--- src/rtl/vei_pkg.sv ---
// ----------------------------------------------------------------------------
// vei_pkg
// Shared widths, codes and pipeline types of the voxel edge indexer.
// ----------------------------------------------------------------------------
package vei_pkg;

  localparam int unsigned MAX_RANGE   = 1024;
  localparam int unsigned RW          = 11;  // range and endpoint coordinate width
  localparam int unsigned CW          = 10;  // cell coordinate width
  localparam int unsigned EW          = 4;   // local edge code width
  localparam int unsigned IW          = 32;  // global index width
  localparam int unsigned PW          = 21;  // plane size width, (MAX_RANGE+1)^2
  localparam int unsigned PLANE_STEPS = IW;  // quotient bits of rem / plane
  localparam int unsigned ROW_STEPS   = RW;  // quotient bits of rem % plane / row
  localparam int unsigned DIV_STAGES  = PLANE_STEPS + ROW_STEPS;

  localparam logic [1:0] REG_RANGE_X = 2'd0;
  localparam logic [1:0] REG_RANGE_Y = 2'd1;
  localparam logic [1:0] REG_RANGE_Z = 2'd2;

  localparam logic CMD_FWD = 1'b0;
  localparam logic CMD_INV = 1'b1;

  typedef enum logic [1:0] {
    AX_X,
    AX_Y,
    AX_Z,
    AX_NONE
  } axis_e;

  // grid geometry derived from the range registers
  typedef struct packed {
    logic [RW-1:0] rx;
    logic [RW-1:0] ry;
    logic [PW-1:0] px;   // rx*(ry+1)
    logic [PW-1:0] py;   // (rx+1)*ry
    logic [PW-1:0] pz;   // (rx+1)*(ry+1)
    logic [IW-1:0] xc;   // x edge count
    logic [IW-1:0] xyc;  // x plus y edge count
  } cfg_t;

  // one divider pipeline slot
  typedef struct packed {
    logic          valid;
    logic          cmd;
    axis_e         axis;
    logic [IW-1:0] num;    // forward index, or dividend shifting into quotient
    logic [PW-1:0] rmd;    // remainder of the plane divide, then row quotient bits
    logic [RW-1:0] part;   // partial remainder of the row divide
    logic [RW-1:0] row;
    logic [PW-1:0] plane;
  } pipe_t;

  function automatic logic [RW-1:0] eff_range(input logic [RW-1:0] v);
    logic [RW-1:0] r;
    if (v == '0) begin
      r = RW'(1);
    end else if (v > RW'(MAX_RANGE)) begin
      r = RW'(MAX_RANGE);
    end else begin
      r = v;
    end
    return r;
  endfunction

  function automatic logic [RW-1:0] sat_inc(input logic [RW-1:0] v);
    logic [RW-1:0] r;
    if (v >= RW'(MAX_RANGE)) begin
      r = RW'(MAX_RANGE);
    end else begin
      r = v + 1'b1;
    end
    return r;
  endfunction

endpackage

--- src/rtl/vei_back.sv ---
// ----------------------------------------------------------------------------
// vei_back
// Endpoint saturation and the output register.
// ----------------------------------------------------------------------------
module vei_back import vei_pkg::*; (
  input  logic          clk_i,
  input  logic          rst_ni,
  input  logic          en_i,
  input  pipe_t         in_i,
  output logic          valid_o,
  output logic [IW-1:0] gidx_o,
  output logic [RW-1:0] sx_o,
  output logic [RW-1:0] sy_o,
  output logic [RW-1:0] sz_o,
  output logic [RW-1:0] ex_o,
  output logic [RW-1:0] ey_o,
  output logic [RW-1:0] ez_o
);

  logic          valid_q;
  logic [IW-1:0] gidx_q, gidx_d;
  logic [RW-1:0] sx_q, sy_q, sz_q, ex_q, ey_q, ez_q;
  logic [RW-1:0] sx_d, sy_d, sz_d, ex_d, ey_d, ez_d;

  always_comb begin
    gidx_d = '0;
    sx_d   = '0;
    sy_d   = '0;
    sz_d   = '0;
    if (in_i.cmd == CMD_FWD) begin
      gidx_d = in_i.num;
    end else begin
      sx_d = in_i.part;
      sy_d = in_i.rmd[RW-1:0];
      sz_d = (in_i.num > IW'(MAX_RANGE)) ? RW'(MAX_RANGE) : in_i.num[RW-1:0];
    end
    ex_d = sx_d;
    ey_d = sy_d;
    ez_d = sz_d;
    if (in_i.cmd == CMD_INV) begin
      case (in_i.axis)
        AX_X:    ex_d = sat_inc(sx_d);
        AX_Y:    ey_d = sat_inc(sy_d);
        AX_Z:    ez_d = sat_inc(sz_d);
        default: ;
      endcase
    end
  end

  always_ff @(posedge clk_i or negedge rst_ni) begin
    if (!rst_ni) begin
      valid_q <= 1'b0;
    end else if (en_i) begin
      valid_q <= in_i.valid;
    end
  end

  always_ff @(posedge clk_i) begin
    if (en_i) begin
      gidx_q <= gidx_d;
      sx_q   <= sx_d;
      sy_q   <= sy_d;
      sz_q   <= sz_d;
      ex_q   <= ex_d;
      ey_q   <= ey_d;
      ez_q   <= ez_d;
    end
  end

  assign valid_o = valid_q;
  assign gidx_o  = gidx_q;
  assign sx_o    = sx_q;
  assign sy_o    = sy_q;
  assign sz_o    = sz_q;
  assign ex_o    = ex_q;
  assign ey_o    = ey_q;
  assign ez_o    = ez_q;

endmodule
--- config.mk ---
export PLATFORM = sky130hd
export DESIGN_NAME = vei_back
export DESIGN_NICKNAME = d
export VERILOG_FILES = /design/src/rtl/vei_pkg.sv /design/src/rtl/vei_back.sv
export SDC_FILE = /design/constraint.sdc
export NUM_CORES = 1
export LEC_CHECK = 0
export BUFFER_PORTS_ARGS = -buffer_cell sky130_fd_sc_hd__buf_2
export CORE_MARGIN = 10
export CORE_UTILIZATION = 47
export CTS_BUF_LIST = sky130_fd_sc_hd__clkbuf_16
export CTS_CLUSTER_SIZE = 24
export DETAILED_ROUTE_END_ITERATION = 8
export HOLD_SLACK_MARGIN = 0.12
export PLACE_DENSITY = 0.8
export SLEW_MARGIN = 20
export SYNTH_ARGS = -nofsm -noshare
export SYNTH_HDL_FRONTEND = slang
export SYNTH_SLANG_ARGS = --single-unit
--- constraint.sdc ---
create_clock -name clk_i -period 0.9 [get_ports clk_i]
set_input_delay 0.09 -clock clk_i [delete_from_list [all_inputs] [get_ports clk_i]]
set_output_delay 0.09 -clock clk_i [all_outputs]
set_load 0.03 [all_outputs]
==> qor.csv <==
metric,value,unit
vias in the first global route,4521,
Leakage,3.43,nW
Comb pwr share,24.1,%
Cells after DPL,706,
I/O pin count,202,
GP Congestion,0.935,
RSZ-0062 raised after global routing,true,
CTS tree,built,
Root Driver,clkbuf_16,
ANT cells,0,
number of setup violations in the final report,157,
Place WS,-1340,ps
layout cell share with drive strength beyond 1,60.3,%
total core area,0.00924,mm^2
vias,4250,
clk slew on worst S/H paths,70,ps
Mapped Area,0.00446,mm^2
first-pass GRT wire length,26400,um
skew final,0,ps
Seq pwr share,45.2,%
worst min-delay path class,input port to register,
Sw Pwr,0.00349,W
Initial DRT Pass Iterations,7,
Pint,0.00899,W
"EDFF count, synth",98,
starting DRC count in detailed routing,335,
routed vias/inst,5.47,
register area share after synthesis,66.6,%
CP required,1040,ps
cells after synthesis,349,
Final nets,750,
WS Path Type,input port to register,
final hold vios,0,
cts bufs inserted,9,
Std-Cell Rows,35,
Die Span Y,117,um
PnR worst setup slack,-982,ps
Placement Cell Area,0.00619,mm^2
maximum VDD drop,0.00106,V
total power,0.0125,W
worst reg2reg startpoint,valid_o,
"most common cell after layout, fill and taps aside",buf_6,
top post-synthesis cells by area,"edfxtp_1, nor2b_1, and2_1",
most frequent cells in the layout,"buf_6, edfxtp_1, buf_4",
"Cell Count, Final, Fillers Out",777,
HP Start,in_i[49],
IO buf count,159,
Post-Route WL,18200,um
PwrDens,1500,mW/mm^2
Crit. End Element,register,
# fillers,335,
Post-Syn Nets,456,
"flops & latches, synth",99,
crit start category,input port,
run status,finished with violations,
FF-to-FF setup slack,140,ps
gr usage total,23.8,%
worst hold margin,83.1,ps
clk_lat worst skew,320,ps
Initial Utilization,48.3,%
design area,0.00829,mm^2
Yosys top cell area share,66.0,%
Slew headroom,79.3,%
"area leader, netlist",edfxtp_1,
routed length per instance,23.5,um
Post-synth top flop,edfxtp_1,
maximum clock frequency,0.531,GHz
Slew @ Worst Pin,311,ps
post-route minimum period,1880,ps
Slew Limit Fails,0,
largest net degree at the start of global routing,52,
max_cap viols,0,
"Remaining Overflow, GRT",0,
Mapped Avg Cell Area,12.8,um^2
clock tree buffer depth,2,
Setup crit start,in_i[91],
switching portion of total power,27.9,%
die area,0.0138,mm^2
die span in x,117,um
failing checks,negative setup slack,
DRT antenna net count,0,
Synth cell types,50,
H-tree depth,3,
fin crit share,209,%
HPWL Detailed,9970,um
Clock Power Share,30.6,%
CTS sink count,99,
yosys warns,0,
Critical Path AT,2020,ps
Area growth syn-to-layout,85.9,%
initial antenna violation count,0,
"critical path fanouts, max",4,
DRC viols,0,
"FFs w/ async S/R, synth",1.01,%
==> power groups by stage <==
stage               clock network (W)  registers (W)  logic (W)
floorplan                           0        0.00634   0.000389
global placement                    0        0.00561    0.00204
detailed placement                  0        0.00563    0.00207
CTS                           0.00381        0.00562    0.00280
global route                  0.00409        0.00567    0.00314
finish                        0.00382        0.00565    0.00301
==> registers in the layout, indices dropped and copies added (netlist names) <==
name     flops
valid_o      1
gidx_o      32
ex_o        11
sx_o        11
ez_o        11
ey_o        11
sy_o        11
sz_o        11
==> layout make-up <==
type                       instances  area [um^2]  area share (%)
clock buffer                       9          225            2.72
clock inverter                     7         67.6           0.815
inverter                          11         52.6           0.634
multi-input combinational        227         1950            23.5
sequential                        99         2970            35.8
tap                              129          161            1.95
timing repair buffer             295         2870            34.6
==> cells by family after synthesis <==
logic type               after synthesis  share of synthesized area [%]
AO/OA/AOI/OAI                         37                           5.58
XOR/XNOR                              12                           2.36
buffers and inverters                 23                           2.13
multiplexers                           3                          0.729
AND/OR/NAND/NOR                      171                           21.5
flip-flops                            99                           66.6
adder cells (fa/ha/maj)                4                           1.12
==> per-stage QoR <==
stage	TNS, ps	utilization [%]
final	-29560	89.7
after global routing	-33430	89.7
after CTS	-25030	86.1
after detailed placement	-46560	67.0
after global placement	-45530	67.0
after floorplan	-17890	-
==> per-layer routing <==
layer	global-route usage [%]	wire length, um	vias to the layer above
met5	0	0	-
met4	6.89	523	0
met3	6.62	1470	45
met2	43.4	9720	275
met1	26.3	6540	2063
li1	-	-	1867
==> cells in the mapped netlist, drive strengths merged, types with 3 or more instances <==
library cell,instances
inv,10
and2,27
edfxtp,98
nor2,26
buf,4
nor2b,32
and3,3
a22oi,4
nand3,19
nor4,7
xnor2,8
o21ai,8
ha,4
a21oi,13
nand2,23
clkbuf,8
nor3,13
nand2b,3
xor2,4
or3,3
nand4,6
==> what timing repair did <==
item / in CTS / in global routing
hold buffers: 20 / 2
gates cloned: 3 / 0
pin swaps: 36 / 35
endpoints found under the hold margin: 25 / 4
setup buffers: 22 / 19
endpoints found under the setup margin: 145 / 165
gates resized for setup: 296 / 83
==> final timing paths <==
path                            cells after the start       end
worst max-delay path                               13  ez_o[10]
worst min-delay path                                3   sy_o[6]
worst max register to register                      1   valid_o
worst min register to register                      1   valid_o
max in group asynchronous                           3   valid_o
min in group asynchronous                           3   valid_o
==> critical path: stages <==
cell	delay, ps
buf_8	100
nor4_4	300
nand4_2	210
nor3_2	140
buf_4	180
nand2_4	70
inv_4	70
ha_4	130
and3_4	190
buf_6	110
buf_6	100
nand3_2	70
o31ai_1	260
Note: power is estimated with default switching activity, not from simulation.
