--- config.mk ---
export PLATFORM = sky130hd
export DESIGN_NAME = vei_cfg
export DESIGN_NICKNAME = d
export VERILOG_FILES = /design/src/rtl/vei_pkg.sv /design/src/rtl/vei_cfg.sv
export SDC_FILE = /design/constraint.sdc
export NUM_CORES = 2
export LEC_CHECK = 0
export ABC_AREA = 1
export BUFFER_PORTS_ARGS = -buffer_cell sky130_fd_sc_hd__buf_2
export CAP_MARGIN = 0
export CORE_MARGIN = 2
export CORE_UTILIZATION = 55
export DETAILED_ROUTE_END_ITERATION = 8
export PLACE_DENSITY = 0.84
export REMOVE_ABC_BUFFERS = 1
export SETUP_SLACK_MARGIN = 0.3
export SLEW_MARGIN = 0
export SYNTH_ARGS = -nofsm -noshare
export SYNTH_HDL_FRONTEND = slang
export SYNTH_SLANG_ARGS = --single-unit
--- constraint.sdc ---
create_clock -name clk_i -period 5.79 [get_ports clk_i]
set_input_delay 1.158 -clock clk_i [delete_from_list [all_inputs] [get_ports clk_i]]
set_output_delay 1.158 -clock clk_i [all_outputs]
set_load 0.02 [all_outputs]
--- src/rtl/vei_pkg.sv ---
// ----------------------------------------------------------------------------
// vei_pkg
// Shared widths, codes and pipeline types of the voxel edge indexer.
// ----------------------------------------------------------------------------
package vei_pkg;

  localparam int unsigned MAX_RANGE   = 1024;
  localparam int unsigned RW          = 11;  // range and endpoint coordinate width
  localparam int unsigned CW          = 10;  // cell coordinate width
  localparam int unsigned EW          = 4;   // local edge code width
  localparam int unsigned IW          = 32;  // global index width
  localparam int unsigned PW          = 21;  // plane size width, (MAX_RANGE+1)^2
  localparam int unsigned PLANE_STEPS = IW;  // quotient bits of rem / plane
  localparam int unsigned ROW_STEPS   = RW;  // quotient bits of rem % plane / row
  localparam int unsigned DIV_STAGES  = PLANE_STEPS + ROW_STEPS;

  localparam logic [1:0] REG_RANGE_X = 2'd0;
  localparam logic [1:0] REG_RANGE_Y = 2'd1;
  localparam logic [1:0] REG_RANGE_Z = 2'd2;

  localparam logic CMD_FWD = 1'b0;
  localparam logic CMD_INV = 1'b1;

  typedef enum logic [1:0] {
    AX_X,
    AX_Y,
    AX_Z,
    AX_NONE
  } axis_e;

  // grid geometry derived from the range registers
  typedef struct packed {
    logic [RW-1:0] rx;
    logic [RW-1:0] ry;
    logic [PW-1:0] px;   // rx*(ry+1)
    logic [PW-1:0] py;   // (rx+1)*ry
    logic [PW-1:0] pz;   // (rx+1)*(ry+1)
    logic [IW-1:0] xc;   // x edge count
    logic [IW-1:0] xyc;  // x plus y edge count
  } cfg_t;

  // one divider pipeline slot
  typedef struct packed {
    logic          valid;
    logic          cmd;
    axis_e         axis;
    logic [IW-1:0] num;    // forward index, or dividend shifting into quotient
    logic [PW-1:0] rmd;    // remainder of the plane divide, then row quotient bits
    logic [RW-1:0] part;   // partial remainder of the row divide
    logic [RW-1:0] row;
    logic [PW-1:0] plane;
  } pipe_t;

  function automatic logic [RW-1:0] eff_range(input logic [RW-1:0] v);
    logic [RW-1:0] r;
    if (v == '0) begin
      r = RW'(1);
    end else if (v > RW'(MAX_RANGE)) begin
      r = RW'(MAX_RANGE);
    end else begin
      r = v;
    end
    return r;
  endfunction

  function automatic logic [RW-1:0] sat_inc(input logic [RW-1:0] v);
    logic [RW-1:0] r;
    if (v >= RW'(MAX_RANGE)) begin
      r = RW'(MAX_RANGE);
    end else begin
      r = v + 1'b1;
    end
    return r;
  endfunction

endpackage

--- src/rtl/vei_cfg.sv ---
// ----------------------------------------------------------------------------
// vei_cfg
// Range registers and the derived plane sizes and edge counts.
// ----------------------------------------------------------------------------
module vei_cfg import vei_pkg::*; (
  input  logic          clk_i,
  input  logic          rst_ni,
  input  logic          cfg_we_i,
  input  logic [1:0]    cfg_idx_i,
  input  logic [RW-1:0] cfg_data_i,
  output cfg_t          cfg_o
);

  logic [RW-1:0] rx_q, ry_q, rz_q;
  logic [PW-1:0] px_q, py_q, pz_q;
  logic [IW-1:0] xc_q, yc_q, xyc_q;
  logic [RW-1:0] rx1, ry1, rz1;

  assign rx1 = rx_q + 1'b1;
  assign ry1 = ry_q + 1'b1;
  assign rz1 = rz_q + 1'b1;

  // register steps: ranges, plane sizes, edge counts, then the x plus y sum
  always_ff @(posedge clk_i or negedge rst_ni) begin
    if (!rst_ni) begin
      rx_q  <= RW'(1);
      ry_q  <= RW'(1);
      rz_q  <= RW'(1);
      px_q  <= PW'(2);
      py_q  <= PW'(2);
      pz_q  <= PW'(4);
      xc_q  <= IW'(4);
      yc_q  <= IW'(4);
      xyc_q <= IW'(8);
    end else begin
      if (cfg_we_i) begin
        case (cfg_idx_i)
          REG_RANGE_X: rx_q <= eff_range(cfg_data_i);
          REG_RANGE_Y: ry_q <= eff_range(cfg_data_i);
          REG_RANGE_Z: rz_q <= eff_range(cfg_data_i);
          default: ;
        endcase
      end
      px_q  <= PW'(rx_q * ry1);
      py_q  <= PW'(rx1 * ry_q);
      pz_q  <= PW'(rx1 * ry1);
      xc_q  <= IW'(px_q * rz1);
      yc_q  <= IW'(py_q * rz1);
      xyc_q <= xc_q + yc_q;
    end
  end

  assign cfg_o.rx  = rx_q;
  assign cfg_o.ry  = ry_q;
  assign cfg_o.px  = px_q;
  assign cfg_o.py  = py_q;
  assign cfg_o.pz  = pz_q;
  assign cfg_o.xc  = xc_q;
  assign cfg_o.xyc = xyc_q;

endmodule

==> impl_metrics.toml <==
[outcome]
status = "finished clean"

[critical_path]
crit_type = "register to register"
crit_arrival_ns = 6.17
crit_buf_inv = 5
endpoint_kind = "register"
r2r_slack_ns = 0.01
slowest_delay_ns = 0.58
path_cells = "ha_4 > nand4_4 > nor2_4 > nand2_4 > nor2_4 > buf_12 > nand3_4 > nand2_8 > nand2_8 > buf_4 > nor2_2 > fa_1 > fa_1 > fa_1 > fa_1 > inv_1 > fa_1 > inv_1 > ha_4 > a21oi_4 > o21bai_4 > nand3b_1 > buf_4 > xor2_1"
crit_required_ns = 6.18
cp_slowest_cell = "dfstp_2"
setup.worst_path.start_class = "register"
path_max_fanout = 6
cp_top_family = "adder cells"
cpMostUsedCell = "fa_1"

[global_route]
grt_pass1_wl_mm = 172
grtUsageMet1_pct = 38.5
gr-usage-met2_pct = 56.6
antenna_found_initial = 3
grt_start_max_net_pins = 113
grt_pass1_vias = 33400
met3_usage_pct = 7.38
gr-total-overflow = 0
track_usage_pct = 32.9
busiest_layer = "met2"

[cts]
clk_latency_ns = 0.51
cts_tree = "built"
cts-buffers-inserted = 17
cts.reportedPaths.clkPinSlew_ns = 0.08
htreeDepth = 4
clock_sink_count = 192
cts-root-buf = "clkbuf_16"
cts_buffer_depth = 2

[finish]
final_cell_mix = "nand2_1 (1115), inv_1 (1007), fa_1 (564), nor2_1 (409), ha_1 (289)"
drive_above_1_share_pct = 16.8
layout_commonest_cell = "nand2_1"
fin_nets = 5857
area_growth_pct = 16.5

[synth]
synth_top_flop_cell = "dfrtp_1"
synth-edff-count = 0
async_reset_ff_share_pct = 100
ys_ff_latch = 192
synth_cell_types = 43
yosysSeqAreaShare_pct = 13.5
syn_inst = 4672
yosysWarningCount = 0
syn_area_per_cell_um2 = 7.64
syn-cell-area_mm2 = 0.0357

[sta]
fin_crit_sh_pct = 99.8
finClkSkew_ns = 0.0203
hold_violations = 0
min_period_ns = 5.78
finalWorstSetupSlack_ns = 0.0112
setup-violations-final = 0
finalMaxSlewViolations = 0
maxSlewHeadroom_pct = 33.8
rsz0062_at_grt = "true"
timing.fmax_mhz = 173
worst_pin_slew_ns = 0.993

[floorplan]
start_util_pct = 55.5
dieArea_mm2 = 0.0670
fp.coreArea_mm2 = 0.0643
die_h_um = 259
fp.dieW_um = 259
pin_count = 165
placementRows = 93

[placed_design]
place_congestion = 1.00
post-place-ws_ns = -0.00702
portBuffers = 164
dp_hpwl_mm = 85.1

[flow_run]
maxCapViolCount = 0

[routing]
drt_pass1_iterations = 6
postRouteAntennaNets = 0
drc = 0
vias_per_cell = 5.61
wl_per_cell_um = 19.3
vias = 32500
first_iter_violations = 3162
wl_mm = 112

[min_path]
hold_class = "register to register"
==> per-layer routing <==
layer	up-vias	share of wire (%)
li1	14400	-
met1	15700	35
met2	1881	48
met3	537	9.4
met4	6	6.8
met5	-	0.041
==> sequential cells by signal (all words and copies together) (netlist names) <==
| name | flops |
|---|---|
| ry_q | 11 |
| rz_q | 11 |
| xyc_q | 32 |
| rx_q | 11 |
| yc_q | 32 |
| pz_q | 21 |
| xc_q | 32 |
| px_q | 21 |
| py_q | 21 |
==> final timing paths <==
| path | depth (start not counted) | startpoint | endpoint |
|---|---|---|---|
| hold reg to reg | 1 | xc_q[0] | xyc_q[0] |
| setup reg to reg | 24 | rz_q[0] | yc_q[15] |
| min in group asynchronous | 1 | rst_ni | xc_q[25] |
| max in group asynchronous | 2 | rst_ni | yc_q[28] |
| setup / recovery | 24 | rz_q[0] | yc_q[15] |
| hold / removal | 1 | xc_q[0] | xyc_q[0] |
==> kinds of logic after synthesis <==
logic type,count (synthesis),share of synthesized area (%)
xor gates and xnor gates,89,2.20
adders and majority gates,923,44.5
DFF,192,13.5
AOI/OAI and AO/OA,230,3.51
buffers and inverters,1182,12.8
and+or+nand+nor,2056,23.5
==> synth_stat cells (33+ instances only) <==
library cell	count	area share (%)
nand3_1	234	3.3
nand2_1	1226	13
nor2_1	469	4.9
inv_1	1044	11
a21oi_1	116	1.6
buf_2	34	0.48
dfrtp_1	183	13
ha_1	345	12
nand4_1	33	0.58
o21ai_0	67	0.94
clkbuf_1	55	0.58
fa_1	578	32
xor2_1	72	1.8
==> worst reg2reg max path: cells and delay by family, from the launching register on <==
| family | cells | cell delay, ns |
|---|---|---|
| DFF | 1 | 0.58 |
| AOI/OAI and AO/OA | 2 | 0.30 |
| adders and majority gates | 7 | 2.83 |
| buffers and inverters | 5 | 0.62 |
| and+or+nand+nor | 9 | 1.20 |
| xor gates and xnor gates | 1 | 0.14 |
==> per-stage QoR <==
step | instance area, µm² | std cells | hold WS (ns) | setup TNS, ns | util (%)
floorplan | 35100 | 4551 | 0.443 | -1.00 | -
global placement | 37900 | 5672 | 0.481 | 0 | 58.9
detailed placement | 37900 | 5672 | 0.490 | -0.00702 | 58.9
CTS | 39500 | 5728 | 0.505 | 0 | 61.5
global route | 41600 | 5786 | 0.520 | -1.09 | 64.6
finish | 41600 | 5787 | 0.510 | 0 | 64.6
==> repair_timing <==
item / in CTS / in global routing
pin swaps: 35 / 153
resized for setup: 161 / 410
gates cloned: 1 / 1
buffers inserted: 23 / 57
hold buffers: 0 / 0
endpoints found under the setup margin: 68 / 77
==> layout make-up <==
class	count	area, µm²
multi-input combinational	3300	28500
inverter	1061	4010
timing repair buffer	346	2540
clock buffer	18	439
clock inverter	14	144
antenna	1	2.50
sequential	192	4820
fill	5056	22800
tap	855	1070
Power is not shown: default switching activity piles up to over one toggle a cycle in this logic, so the estimate is an artifact.
