### src/rtl/vei_pkg.sv
// ----------------------------------------------------------------------------
// vei_pkg
// Shared widths, codes and pipeline types of the voxel edge indexer.
// ----------------------------------------------------------------------------
package vei_pkg;

  localparam int unsigned MAX_RANGE   = 1024;
  localparam int unsigned RW          = 11;  // range and endpoint coordinate width
  localparam int unsigned CW          = 10;  // cell coordinate width
  localparam int unsigned EW          = 4;   // local edge code width
  localparam int unsigned IW          = 32;  // global index width
  localparam int unsigned PW          = 21;  // plane size width, (MAX_RANGE+1)^2
  localparam int unsigned PLANE_STEPS = IW;  // quotient bits of rem / plane
  localparam int unsigned ROW_STEPS   = RW;  // quotient bits of rem % plane / row
  localparam int unsigned DIV_STAGES  = PLANE_STEPS + ROW_STEPS;

  localparam logic [1:0] REG_RANGE_X = 2'd0;
  localparam logic [1:0] REG_RANGE_Y = 2'd1;
  localparam logic [1:0] REG_RANGE_Z = 2'd2;

  localparam logic CMD_FWD = 1'b0;
  localparam logic CMD_INV = 1'b1;

  typedef enum logic [1:0] {
    AX_X,
    AX_Y,
    AX_Z,
    AX_NONE
  } axis_e;

  // grid geometry derived from the range registers
  typedef struct packed {
    logic [RW-1:0] rx;
    logic [RW-1:0] ry;
    logic [PW-1:0] px;   // rx*(ry+1)
    logic [PW-1:0] py;   // (rx+1)*ry
    logic [PW-1:0] pz;   // (rx+1)*(ry+1)
    logic [IW-1:0] xc;   // x edge count
    logic [IW-1:0] xyc;  // x plus y edge count
  } cfg_t;

  // one divider pipeline slot
  typedef struct packed {
    logic          valid;
    logic          cmd;
    axis_e         axis;
    logic [IW-1:0] num;    // forward index, or dividend shifting into quotient
    logic [PW-1:0] rmd;    // remainder of the plane divide, then row quotient bits
    logic [RW-1:0] part;   // partial remainder of the row divide
    logic [RW-1:0] row;
    logic [PW-1:0] plane;
  } pipe_t;

  function automatic logic [RW-1:0] eff_range(input logic [RW-1:0] v);
    logic [RW-1:0] r;
    if (v == '0) begin
      r = RW'(1);
    end else if (v > RW'(MAX_RANGE)) begin
      r = RW'(MAX_RANGE);
    end else begin
      r = v;
    end
    return r;
  endfunction

  function automatic logic [RW-1:0] sat_inc(input logic [RW-1:0] v);
    logic [RW-1:0] r;
    if (v >= RW'(MAX_RANGE)) begin
      r = RW'(MAX_RANGE);
    end else begin
      r = v + 1'b1;
    end
    return r;
  endfunction

endpackage

### src/rtl/vei_front.sv
// ----------------------------------------------------------------------------
// vei_front
// Input register, forward products, then forward sum or inverse axis pick.
// ----------------------------------------------------------------------------
module vei_front import vei_pkg::*; (
  input  logic          clk_i,
  input  logic          rst_ni,
  input  logic          en_i,
  input  cfg_t          cfg_i,
  input  logic          in_valid_i,
  input  logic          in_cmd_i,
  input  logic [CW-1:0] in_x_i,
  input  logic [CW-1:0] in_y_i,
  input  logic [CW-1:0] in_z_i,
  input  logic [EW-1:0] in_edge_i,
  input  logic [IW-1:0] in_gidx_i,
  output pipe_t         out_o
);

  // marching-cubes edge codes, named by axis and the (+1, +1) offsets applied
  localparam logic [EW-1:0] EDGE_X00 = 4'd0;
  localparam logic [EW-1:0] EDGE_Y10 = 4'd1;
  localparam logic [EW-1:0] EDGE_X10 = 4'd2;
  localparam logic [EW-1:0] EDGE_Y00 = 4'd3;
  localparam logic [EW-1:0] EDGE_X01 = 4'd4;
  localparam logic [EW-1:0] EDGE_Y11 = 4'd5;
  localparam logic [EW-1:0] EDGE_X11 = 4'd6;
  localparam logic [EW-1:0] EDGE_Y01 = 4'd7;
  localparam logic [EW-1:0] EDGE_Z00 = 4'd8;
  localparam logic [EW-1:0] EDGE_Z10 = 4'd9;
  localparam logic [EW-1:0] EDGE_Z01 = 4'd10;
  localparam logic [EW-1:0] EDGE_Z11 = 4'd11;

  typedef struct packed {
    logic          valid;
    logic          cmd;
    axis_e         axis;
    logic [RW-1:0] xa;
    logic [2*RW-1:0] pa;
    logic [IW-1:0] pb;
    logic [IW-1:0] gidx;
  } mid_t;

  logic          s0_valid_q, s0_cmd_q;
  logic [CW-1:0] s0_x_q, s0_y_q, s0_z_q;
  logic [EW-1:0] s0_edge_q;
  logic [IW-1:0] s0_gidx_q;
  mid_t          s1_d, s1_q, s2_q;
  pipe_t         s3_d, s3_q;

  logic          dx, dy, dz;
  axis_e         ax;
  logic [RW-1:0] ya, za, mul_a;
  logic [PW-1:0] mul_b;

  always_comb begin
    dx = 1'b0;
    dy = 1'b0;
    dz = 1'b0;
    ax = AX_NONE;
    case (s0_edge_q)
      EDGE_X00: begin ax = AX_X; end
      EDGE_X10: begin ax = AX_X; dy = 1'b1; end
      EDGE_X01: begin ax = AX_X; dz = 1'b1; end
      EDGE_X11: begin ax = AX_X; dy = 1'b1; dz = 1'b1; end
      EDGE_Y00: begin ax = AX_Y; end
      EDGE_Y10: begin ax = AX_Y; dx = 1'b1; end
      EDGE_Y01: begin ax = AX_Y; dz = 1'b1; end
      EDGE_Y11: begin ax = AX_Y; dx = 1'b1; dz = 1'b1; end
      EDGE_Z00: begin ax = AX_Z; end
      EDGE_Z10: begin ax = AX_Z; dx = 1'b1; end
      EDGE_Z01: begin ax = AX_Z; dy = 1'b1; end
      EDGE_Z11: begin ax = AX_Z; dx = 1'b1; dy = 1'b1; end
      default: ;
    endcase
    ya = {1'b0, s0_y_q} + RW'(dy);
    za = {1'b0, s0_z_q} + RW'(dz);
    case (ax)
      AX_X:    begin mul_a = cfg_i.rx;        mul_b = cfg_i.px; end
      AX_Y:    begin mul_a = cfg_i.rx + 1'b1; mul_b = cfg_i.py; end
      AX_Z:    begin mul_a = cfg_i.rx + 1'b1; mul_b = cfg_i.pz; end
      default: begin mul_a = '0;              mul_b = '0;       end
    endcase
    s1_d.valid = s0_valid_q;
    s1_d.cmd   = s0_cmd_q;
    s1_d.axis  = ax;
    s1_d.xa    = {1'b0, s0_x_q} + RW'(dx);
    s1_d.pa    = mul_a * ya;
    s1_d.pb    = IW'(mul_b * za);
    s1_d.gidx  = s0_gidx_q;
  end

  // forward sum, or choose the axis block and its row and plane
  always_comb begin
    s3_d       = '0;
    s3_d.valid = s2_q.valid;
    s3_d.cmd   = s2_q.cmd;
    if (s2_q.cmd == CMD_FWD) begin
      s3_d.axis = s2_q.axis;
      case (s2_q.axis)
        AX_X: s3_d.num = IW'(s2_q.xa) + IW'(s2_q.pa) + s2_q.pb;
        AX_Y: s3_d.num = cfg_i.xc + IW'(s2_q.xa) + IW'(s2_q.pa) + s2_q.pb;
        AX_Z: s3_d.num = cfg_i.xyc + IW'(s2_q.xa) + IW'(s2_q.pa) + s2_q.pb;
        default: s3_d.num = '0;
      endcase
    end else if (s2_q.gidx < cfg_i.xc) begin
      s3_d.axis  = AX_X;
      s3_d.num   = s2_q.gidx;
      s3_d.row   = cfg_i.rx;
      s3_d.plane = cfg_i.px;
    end else if (s2_q.gidx < cfg_i.xyc) begin
      s3_d.axis  = AX_Y;
      s3_d.num   = s2_q.gidx - cfg_i.xc;
      s3_d.row   = cfg_i.rx + 1'b1;
      s3_d.plane = cfg_i.py;
    end else begin
      s3_d.axis  = AX_Z;
      s3_d.num   = s2_q.gidx - cfg_i.xyc;
      s3_d.row   = cfg_i.rx + 1'b1;
      s3_d.plane = cfg_i.pz;
    end
  end

  always_ff @(posedge clk_i or negedge rst_ni) begin
    if (!rst_ni) begin
      s0_valid_q <= 1'b0;
      s1_q       <= '0;
      s2_q       <= '0;
      s3_q       <= '0;
    end else if (en_i) begin
      s0_valid_q <= in_valid_i;
      s1_q       <= s1_d;
      s2_q       <= s1_q;
      s3_q       <= s3_d;
    end
  end

  always_ff @(posedge clk_i) begin
    if (en_i) begin
      s0_cmd_q  <= in_cmd_i;
      s0_x_q    <= in_x_i;
      s0_y_q    <= in_y_i;
      s0_z_q    <= in_z_i;
      s0_edge_q <= in_edge_i;
      s0_gidx_q <= in_gidx_i;
    end
  end

  assign out_o = s3_q;

endmodule

### config.mk
export PLATFORM = sky130hd
export DESIGN_NAME = vei_front
export DESIGN_NICKNAME = d
export VERILOG_FILES = /design/src/rtl/vei_pkg.sv /design/src/rtl/vei_front.sv
export SDC_FILE = /design/constraint.sdc
export NUM_CORES = 2
export LEC_CHECK = 0
export ABC_CLOCK_PERIOD_IN_PS = 10300
export BUFFER_PORTS_ARGS = -buffer_cell sky130_fd_sc_hd__buf_2
export CAP_MARGIN = 5
export CORE_MARGIN = 2
export CORE_UTILIZATION = 50
export DETAILED_ROUTE_END_ITERATION = 16
export MAX_ROUTING_LAYER = met4
export PLACE_DENSITY = 0.74
export RECOVER_POWER = 100
export SLEW_MARGIN = 20
export SYNTH_ARGS = -nofsm -noshare
export SYNTH_HDL_FRONTEND = slang
export SYNTH_SLANG_ARGS = --single-unit
export TNS_END_PERCENT = 10
### constraint.sdc
create_clock -name clk_i -period 10.3 [get_ports clk_i]
set_input_delay 0.515 -clock clk_i [delete_from_list [all_inputs] [get_ports clk_i]]
set_output_delay 0.515 -clock clk_i [all_outputs]
set_load 0.005 [all_outputs]
==> run_results.csv <==
group,metric,value,unit
logic_synthesis,synth_area_leaders,"dfrtp_1 19%, fa_1 18%, ha_1 12%",
clocking,cts_resized,0,
clocking,numCtsBuffers,42,
setup_path,max_stage_delay,0.90,ns
logic_synthesis,yosysWarnings,0,
timing,whs,0.107,ns
global_route,grt_max_degree,171,
timing,setup_viol,0,
timing,skew,0.0324,ns
worst_hold_path,min_path_type,"input pin to flip-flop",
floorplan,dieArea,75000,sq um
setup_path,critPathMaxFanout,20,
run_status,violations,"max-capacitance violations, max-slew violations",
floorplan,start_util,50.7,%
logic_synthesis,ys_seq_area_share,24.2,%
floorplan,rows,98,
finish,final_common_cell,"nand2_1",
clocking,ctsHoldBuffers,0,
place,portBuffers,276,
floorplan,coreArea,71700,sq um
setup_path,required,10.76,ns
detailed_routing,drc_errors,0,
clocking,tritoncts,"built",
timing,rsz0062_at_grt,"no",
place,hpwl,81400,um
global_route,grtUsageTotal,28.7,%
timing,finalHoldViolations,0,
clocking,cts_buffer_depth,3,
finish,area_delta_synth_final,9.89,%
detailed_routing,antenna_left,0,
finish,fillers,6430,
timing,fmax,0.115,GHz
place,place_congestion,1.00,
logic_synthesis,yosys.area.top_type_share,18.6,%
logic_synthesis,synthFlopType,"dfrtp_1",
setup_path,crit_slowest_cell,"o41ai_1",
global_route,antenna_found_initial,6,
timing,drv_slew,405,
finish,multi_input_area,25400,sq um
finish,nets,4988,
clocking,clock_latency,0.59,ns
detailed_routing,vias,29400,
logic_synthesis,syn-cell-area,36400,sq um
finish,seq_area,8790,sq um
finish,final_cell_mix,"427 x nand2_1, 422 x inv_1, 357 x ha_1",
power,powerDensity,301,nW/um^2
global_route,grt_pass1_vias,29200,
logic_synthesis,synth_edf_count,67,
logic_synthesis,synth_cells,3879,
clocking,htree_num_levels,2,
floorplan,fp.dieW,274,um
timing,maxSlewHeadroom,-407,%
setup_path,start_kind,"flip-flop",
clocking,cts.sinks,338,
detailed_routing,dr.pass1.iters,8,
flow_run,cap_violations,5,
timing,fin_setup_tns,0,ns
timing,tightest_slew,7.61,ns
setup_path,worstPathArrival,9.19,ns
detailed_routing,wirelength,104000,um
detailed_routing,avgRoutedWirePerCell,20.5,um
clocking,clkTransAtPathRegs,0.06,ns
logic_synthesis,async_reset_ff_share,80.2,%
timing,period_minus_slack,8.73,ns
run_status,status,"complete, but fails checks",
timing,fin_crit_sh,84.8,%
logic_synthesis,synth_cell_types,82,
detailed_routing,via_per_inst,5.80,
power,power,12000,uW
setup_path,critPathKind,"flip-flop to flip-flop",
clocking,cts_root_buf,"clkbuf_16",
logic_synthesis,synth.avg_cell_area,9.38,sq um
floorplan,dieHeight,274,um
floorplan,ios,320,
logic_synthesis,ys_ff_latch,338,
global_route,grt-ovfl-total,0,
detailed_routing,dr.first_iter.drc_count,2266,
power,ir_drop,0.224,mV
global_route,grt_pass1_wl,162000,um
finish,drive_above_1_share,13.0,%
clocking,cts_setup_buffers,0,
logic_synthesis,yosys.area.top_type,"dfrtp_1",
power,leakage,0.0192,uW
setup_path,cp-end-kind,"flip-flop",
-- state kept, by name, summed over array words and instances, names as in the netlist --
register / count
s1_q: 101
s0_cmd_q: 1
s0_y_q: 10
s0_z_q: 10
s2_q: 101
s0_gidx_q: 32
s0_edge_q: 4
s0_x_q: 10
s0_valid_q: 1
out_o: 68
-- worst paths after layout --
path | start | to | slack (ns) | depth (start not counted)
hold / removal | in_x_i[5] | s0_x_q[5] | 0.11 | 1
hold reg to reg | s0_gidx_q[24] | s1_q[24] | 0.46 | 1
setup reg to reg | s0_edge_q[3] | s1_q[61] | 1.57 | 29
max in group asynchronous | rst_ni | out_o[12] | 4.60 | 1
min in group asynchronous | rst_ni | s1_q[95] | 2.22 | 1
setup / recovery | s0_edge_q[3] | s1_q[61] | 1.57 | 29
-- critical path: cells and delay by family, from the launching register on --
kind	cells	cell delay (ns)
adders and majority gates	7	3.15
muxes	1	0.25
and+or+nand+nor	5	1.52
DFF	1	0.42
AOI/OAI and AO/OA	9	2.46
buffers and inverters	6	0.72
xor gates and xnor gates	1	0.08
-- synthesized netlist by cell type (all sizes together) (99+ instances only) --
cell and number:
o21ai 142, and2 99, mux2 173, xnor2 148, ha 357, clkbuf 136, a21oi 186, nand2 427
dfrtp 271, nor2 236, fa 330, inv 422
-- layout make-up --
type | count | area share (%)
Tap cell | 950 | 2.97
Multi-Input combinational cell | 2965 | 63.4
Clock buffer | 59 | 3.18
Antenna cell | 5 | 0.0313
Sequential cell | 338 | 22.0
Timing Repair Buffer | 310 | 3.93
Clock inverter | 19 | 0.476
Inverter | 424 | 3.98
-- layer usage --
layer	up-vias	part of all wire [%]	track usage [%]
li1	13600	-	-
met1	14400	43	39.5
met2	1215	45	43.7
met3	156	9.4	5.12
met4	0	2.7	7.54
met5	-	0	-
-- metrics by stage --
stage          cells  worst slack [ns]  utilization (%)  instance area, sq um
2_1_floorplan   3910              2.85                -                 36500
3_3_place_gp    4987              2.10             53.8                 38600
3_5_place_dp    4987              1.99             53.8                 38600
4_1_cts         5065              1.94             55.9                 40100
5_1_grt         5069             0.919             55.7                 40000
6_report        5070              1.57             55.8                 40000
-- cells by family (layout without fill, tap and decap cells) --
| logic type | Yosys count | after routing | synth area share, % |
|---|---|---|---|
| XOR/XNOR | 227 | 227 | 5.46 |
| multiplexers | 186 | 186 | 5.71 |
| AND/OR/NAND/NOR | 1071 | 1071 | 13.6 |
| AO/OA/AOI/OAI | 762 | 762 | 14.0 |
| buffers and inverters | 607 | 812 | 6.65 |
| flip-flops | 338 | 338 | 24.2 |
| adder cells (fa/ha/maj) | 687 | 687 | 30.4 |
| other | 1 | 37 | 0.0103 |
-- report_power, final --
| group | internal [uW] | switching [uW] | total (uW) |
|---|---|---|---|
| Sequential | 1720 | 465 | 2180 |
| Combinational | 3590 | 4710 | 8310 |
| Clock | 903 | 639 | 1540 |
No activity file was read; power rests on OpenSTA's default activity.
